`src/rtl/trmeu_pkg.sv`:
```
package trmeu_pkg;

  localparam int MEM_WORDS = 1024;
  localparam int NUM_REGS  = 8;
  localparam int MEM_AW    = $clog2(MEM_WORDS);
  localparam int REG_AW    = $clog2(NUM_REGS);
  localparam int MEM_CW    = $clog2(MEM_WORDS + 1);

  typedef enum logic [3:0] {
    OP_NOP = 4'd0,
    OP_LDR = 4'd1,
    OP_STO = 4'd2,
    OP_ADD = 4'd3,
    OP_SUB = 4'd4,
    OP_MUL = 4'd5,
    OP_DIV = 4'd6,
    OP_INV = 4'd7,
    OP_OUT = 4'd8,
    OP_JNZ = 4'd9
  } op_t;

  localparam logic [1:0] KIND_MEM = 2'd0;
  localparam logic [1:0] KIND_REG = 2'd1;

  typedef enum logic [2:0] {
    ALU_NONE,
    ALU_ADD,
    ALU_SUB,
    ALU_MUL,
    ALU_DIV
  } alu_op_t;

  typedef struct packed {
    logic    start;
    alu_op_t op;
  } alu_ctl_t;

  typedef struct packed {
    logic done;
    logic div_zero;
  } alu_sts_t;

  typedef enum logic [3:0] {
    ST_CLEAR,
    ST_IDLE,
    ST_RD_DEST,
    ST_RD_SRC,
    ST_WAIT_RD,
    ST_EXEC,
    ST_ALU,
    ST_WRITE,
    ST_RESULT
  } state_t;

  typedef struct packed {
    logic [3:0]  op;
    logic [1:0]  dest_kind;
    logic [31:0] dest_value;
    logic [1:0]  src_kind;
    logic [31:0] src_value;
    logic [31:0] input_word;
  } in_item_t;

  typedef struct packed {
    logic        out_valid;
    logic [31:0] out_word;
    logic        jump_taken;
    logic [31:0] jump_target;
    logic        divide_error;
  } out_item_t;

endpackage

```
`src/rtl/trmeu_alu.sv`:
```
module trmeu_alu (
  input  logic                clk,
  input  logic                rst_n,
  input  trmeu_pkg::alu_ctl_t ctl,
  input  logic [31:0]         a,
  input  logic [31:0]         b,
  output trmeu_pkg::alu_sts_t sts,
  output logic [31:0]         result
);

  logic        busy_r, busy_nxt;
  logic [5:0]  cnt_r, cnt_nxt;
  logic [31:0] q_r, q_nxt;
  logic [32:0] rem_r, rem_nxt;
  logic [31:0] dvs_r, dvs_nxt;
  logic        neg_r, neg_nxt;
  logic        done_r, done_nxt;
  logic        dz_r, dz_nxt;
  logic [31:0] res_r, res_nxt;
  logic [31:0] ma, mb;
  logic [32:0] trial;
  logic [63:0] prod;

  assign ma    = a[31] ? (32'd0 - a) : a;
  assign mb    = b[31] ? (32'd0 - b) : b;
  assign trial = {rem_r[31:0], q_r[31]} - {1'b0, dvs_r};
  assign prod  = a * b;

  always_comb begin
    busy_nxt = busy_r;
    cnt_nxt  = cnt_r;
    q_nxt    = q_r;
    rem_nxt  = rem_r;
    dvs_nxt  = dvs_r;
    neg_nxt  = neg_r;
    done_nxt = 1'b0;
    dz_nxt   = 1'b0;
    res_nxt  = res_r;
    if (ctl.start) begin
      case (ctl.op)
        trmeu_pkg::ALU_ADD: begin
          res_nxt  = a + b;
          done_nxt = 1'b1;
        end
        trmeu_pkg::ALU_SUB: begin
          res_nxt  = a - b;
          done_nxt = 1'b1;
        end
        trmeu_pkg::ALU_MUL: begin
          res_nxt  = prod[31:0];
          done_nxt = 1'b1;
        end
        trmeu_pkg::ALU_DIV: begin
          if (b == 32'd0) begin
            dz_nxt   = 1'b1;
            done_nxt = 1'b1;
          end else begin
            busy_nxt = 1'b1;
            cnt_nxt  = 6'd32;
            q_nxt    = ma;
            rem_nxt  = 33'd0;
            dvs_nxt  = mb;
            neg_nxt  = a[31] ^ b[31];
          end
        end
        default: done_nxt = 1'b1;
      endcase
    end else if (busy_r) begin
      // restoring division, one quotient bit per cycle
      if (cnt_r != 6'd0) begin
        if (!trial[32]) begin
          rem_nxt = trial;
          q_nxt   = {q_r[30:0], 1'b1};
        end else begin
          rem_nxt = {rem_r[31:0], q_r[31]};
          q_nxt   = {q_r[30:0], 1'b0};
        end
        cnt_nxt = cnt_r - 6'd1;
      end else begin
        res_nxt  = neg_r ? (32'd0 - q_r) : q_r;
        busy_nxt = 1'b0;
        done_nxt = 1'b1;
      end
    end
  end

  always_ff @(posedge clk) begin
    if (!rst_n) begin
      busy_r <= 1'b0;
      done_r <= 1'b0;
      dz_r   <= 1'b0;
      cnt_r  <= '0;
    end else begin
      busy_r <= busy_nxt;
      done_r <= done_nxt;
      dz_r   <= dz_nxt;
      cnt_r  <= cnt_nxt;
    end
    q_r   <= q_nxt;
    rem_r <= rem_nxt;
    dvs_r <= dvs_nxt;
    neg_r <= neg_nxt;
    res_r <= res_nxt;
  end

  assign sts.done     = done_r;
  assign sts.div_zero = dz_r;
  assign result       = res_r;

endmodule

```
`config.mk`:
```
export PLATFORM = sky130hd
export DESIGN_NAME = trmeu_alu
export DESIGN_NICKNAME = d
export VERILOG_FILES = /design/src/rtl/trmeu_pkg.sv /design/src/rtl/trmeu_alu.sv
export SDC_FILE = /design/constraint.sdc
export NUM_CORES = 2
export LEC_CHECK = 0
export BUFFER_PORTS_ARGS = -buffer_cell sky130_fd_sc_hd__buf_2
export CELL_PAD_IN_SITES_DETAIL_PLACEMENT = 0
export CELL_PAD_IN_SITES_GLOBAL_PLACEMENT = 1
export CORE_MARGIN = 2
export CORE_UTILIZATION = 50
export CTS_CLUSTER_DIAMETER = 80
export CTS_CLUSTER_SIZE = 12
export DETAILED_ROUTE_END_ITERATION = 7
export GPL_TIMING_DRIVEN = 1
export HOLD_SLACK_MARGIN = 0.03
export PLACE_DENSITY = 0.95
export SLEW_MARGIN = 20
export SYNTH_ARGS = -nofsm -noshare
export SYNTH_HDL_FRONTEND = slang
export SYNTH_SLANG_ARGS = --single-unit
```
`constraint.sdc`:
```
create_clock -name clk -period 10 [get_ports clk]
set_clock_uncertainty 0.15 [all_clocks]
set_input_delay 0.5 -clock clk [delete_from_list [all_inputs] [get_ports clk]]
set_output_delay 0.5 -clock clk [all_outputs]
set_load 0.01 [all_outputs]
```
==> impl_metrics.ini <==
[status]
outcome = finished, final reports clean

[floorplanning]
rows = 85
core_area_mm2 = 0.0535
die_y_um = 236
dieArea_mm2 = 0.0557
die_x_um = 236
io_pins = 104
initial_core_util_pct = 50.3

[synth]
syn_nets = 3670
yosysSeqAreaShare_pct = 15.1
syn_area_per_cell_um2 = 8.98
ys_warn_count = 0
synth_seq_cells = 138
ys.flop_type = edfxtp_1
synth_edf_count = 129
ys_types = 83
netlist_area_mm2 = 0.0269
synth_cells = 2998
ys_async_sr_fraction_pct = 0

[final_layout]
final_common_cell = inv_1
multi_input_area_mm2 = 0.0206
final_area_mm2 = 0.0284
mostFrequentLayoutCells = inv_1 (440), fa_1 (410), nand2_1 (347)
area_delta_synth_final_pct = 5.59
fillers = 4775
layout.nets = 3637
drive_gt1_share_pct = 6.18
area.sequential_mm2 = 0.00405

[drt]
wl_met1_um = 30400
detail_route.iter0.violations = 1889
routed_wl_um = 76000
avgRoutedWirePerCell_um = 20.7
drc = 0
met3_length_um = 7700
vias_per_cell = 5.75
drtAntennaViolNets = 0
highest_layer = met5
vias = 21144
drt_first_pass_iters = 6
routed-wl-met2_um = 35200

[timing]
post-route-period-util_pct = 78.5
tns_ns = 0
finalHoldViolations = 0
worst_pin_slew_ns = 1.01
fmax_ghz = 0.127
drv_slew = 0
rsz0062_at_grt = false
min_period_ns = 7.85
setup_viol = 0
relSlewSlack_pct = 32.2

[setup_path]
critPathKind = input pin to flip-flop
path_max_fanout = 31
critPathRequiredTime_ns = 10.02
arrival_ns = 7.87
crit_path_end_kind = flip-flop
startpoint_type = input pin
rr_worst_depth = 13

[clock_network]
cts-root-buf = clkbuf_16
post_cts_buffers = 0
cts_tree = yes
cts_max_level = 4
cts.repair.resized = 0
cts_sinks = 138
numCtsBuffers = 17
hold_buffers = 0
clk_latency_ns = 0.43
path_clk_slew_ns = 0.06
cts_buffer_depth = 2

[global_routing]
antenna_found_initial = 8
grt_pass1_wl_um = 123000
grt-ovfl-total = 0
grt_usage_pct = 28.4
grt_pass1_vias = 22033
grt_max_degree = 95

[worst_hold_path]
min_path_cells = 3
hold_path_class = input pin to flip-flop

[placement]
placed_cell_area_mm2 = 0.0278
dp_hpwl_um = 57600
gp_congestion = 0.961
port-buffer-count = 103

[job]
cap_violations = 0
[routing by layer]
| metal | vias up | track usage, % |
|---|---|---|
| met5 | - | 0 |
| met4 | 6 | 10.4 |
| met3 | 192 | 5.18 |
| met2 | 1061 | 46.0 |
| met1 | 10409 | 38.1 |
| li1 | 9476 | - |
[worst max-delay path, stage by stage]
cell       delay [ns]
buf_2            0.58
and2_1           0.26
fa_1             0.46
fa_1             0.44
fa_1             0.56
inv_1            0.05
fa_1             0.47
inv_1            0.05
fa_1             0.50
inv_1            0.05
fa_1             0.53
inv_1            0.05
fa_1             0.39
fa_1             0.48
ha_1             0.36
a21o_1           0.20
a21oi_1          0.23
o311ai_1         0.12
a21o_1           0.20
a31o_2           0.24
a31oi_1          0.28
o21ai_1          0.14
xor2_1           0.16
a2111oi_0        0.44
a21oi_1          0.09
[path summary, 6_finish.rpt]
path | endpoint | slack [ns] | start
hold / removal | cnt_r[2]$_SDFFE_PN0P_ | 0.23 | rst_n
setup reg to reg | rem_r[0]$_SDFFCE_PP0P_ | 4.86 | q_r[31]$_DFFE_PP_
hold reg to reg | cnt_r[1]$_SDFFE_PN0P_ | 0.39 | cnt_r[1]$_SDFFE_PN0P_
setup / recovery | result[30]$_DFFE_PP_ | 2.15 | b[6]
[cell usage after synthesis (all sizes together) (6+ instances only)]
master,instances,share of area (%)
dfxtp,9,0.67
nand2,349,4.9
nand3b,6,0.17
or2,6,0.14
o21ai,94,1.8
mux2i,25,0.94
o21bai,6,0.17
nor2b,13,0.30
xnor2,149,4.9
a211oi,13,0.36
nand2b,19,0.44
ha,192,8.9
o211ai,19,0.53
o41ai,12,0.42
nand3,26,0.48
xor2,109,3.5
a2111oi,6,0.20
a21o,33,0.92
and2,310,7.2
fa,410,31
edfxtp,129,14
o21a,13,0.36
nor4,8,0.19
a21oi,113,2.1
nor2,139,1.9
a31oi,19,0.44
nor3,21,0.39
or3,23,0.59
or4,11,0.35
and3,7,0.16
a31o,6,0.20
nand4,9,0.21
o31ai,33,0.99
inv,441,6.2
buf,12,0.23
clkbuf,158,2.2
[state kept, by name, summed over array words and instances (netlist names)]
register and count:
cnt_r 6, q_r 32, busy_r 1, dvs_r 32, dz_r 1, result 32
done_r 1, neg_r 1, rem_r 32
[layout make-up]
type / count / area share (%)
multi-input combinational: 2248 / 72.4
sequential: 138 / 14.3
inverter: 442 / 5.84
tap: 696 / 3.07
timing repair buffer: 118 / 2.25
clock buffer: 23 / 1.95
clock inverter: 9 / 0.229
antenna: 5 / 0.0440
[through the flow]
stage                     setup WS [ns]  instances  hold WS (ns)  util, %
after global placement             2.04       3641         0.367     51.9
after detailed placement           1.83       3641         0.369     51.9
after global routing               1.88       3676         0.252     53.1
after floorplan                    2.38       2998         0.334        -
after CTS                          2.29       3673         0.216     53.1
final                              2.15       3679         0.234     53.1
[kinds of logic after synthesis]
family	count (synthesis)	share of synthesized area, %
DFF	138	15.1
AOI/OAI and AO/OA	402	9.64
muxes	27	1.03
adders and majority gates	602	39.4
buffers and inverters	612	8.60
xor gates and xnor gates	258	8.40
and+or+nand+nor	959	17.8
Power is left out: the tool's default activity adds up to more than one toggle a clock period on the data nets, which glitch-free logic cannot reach.
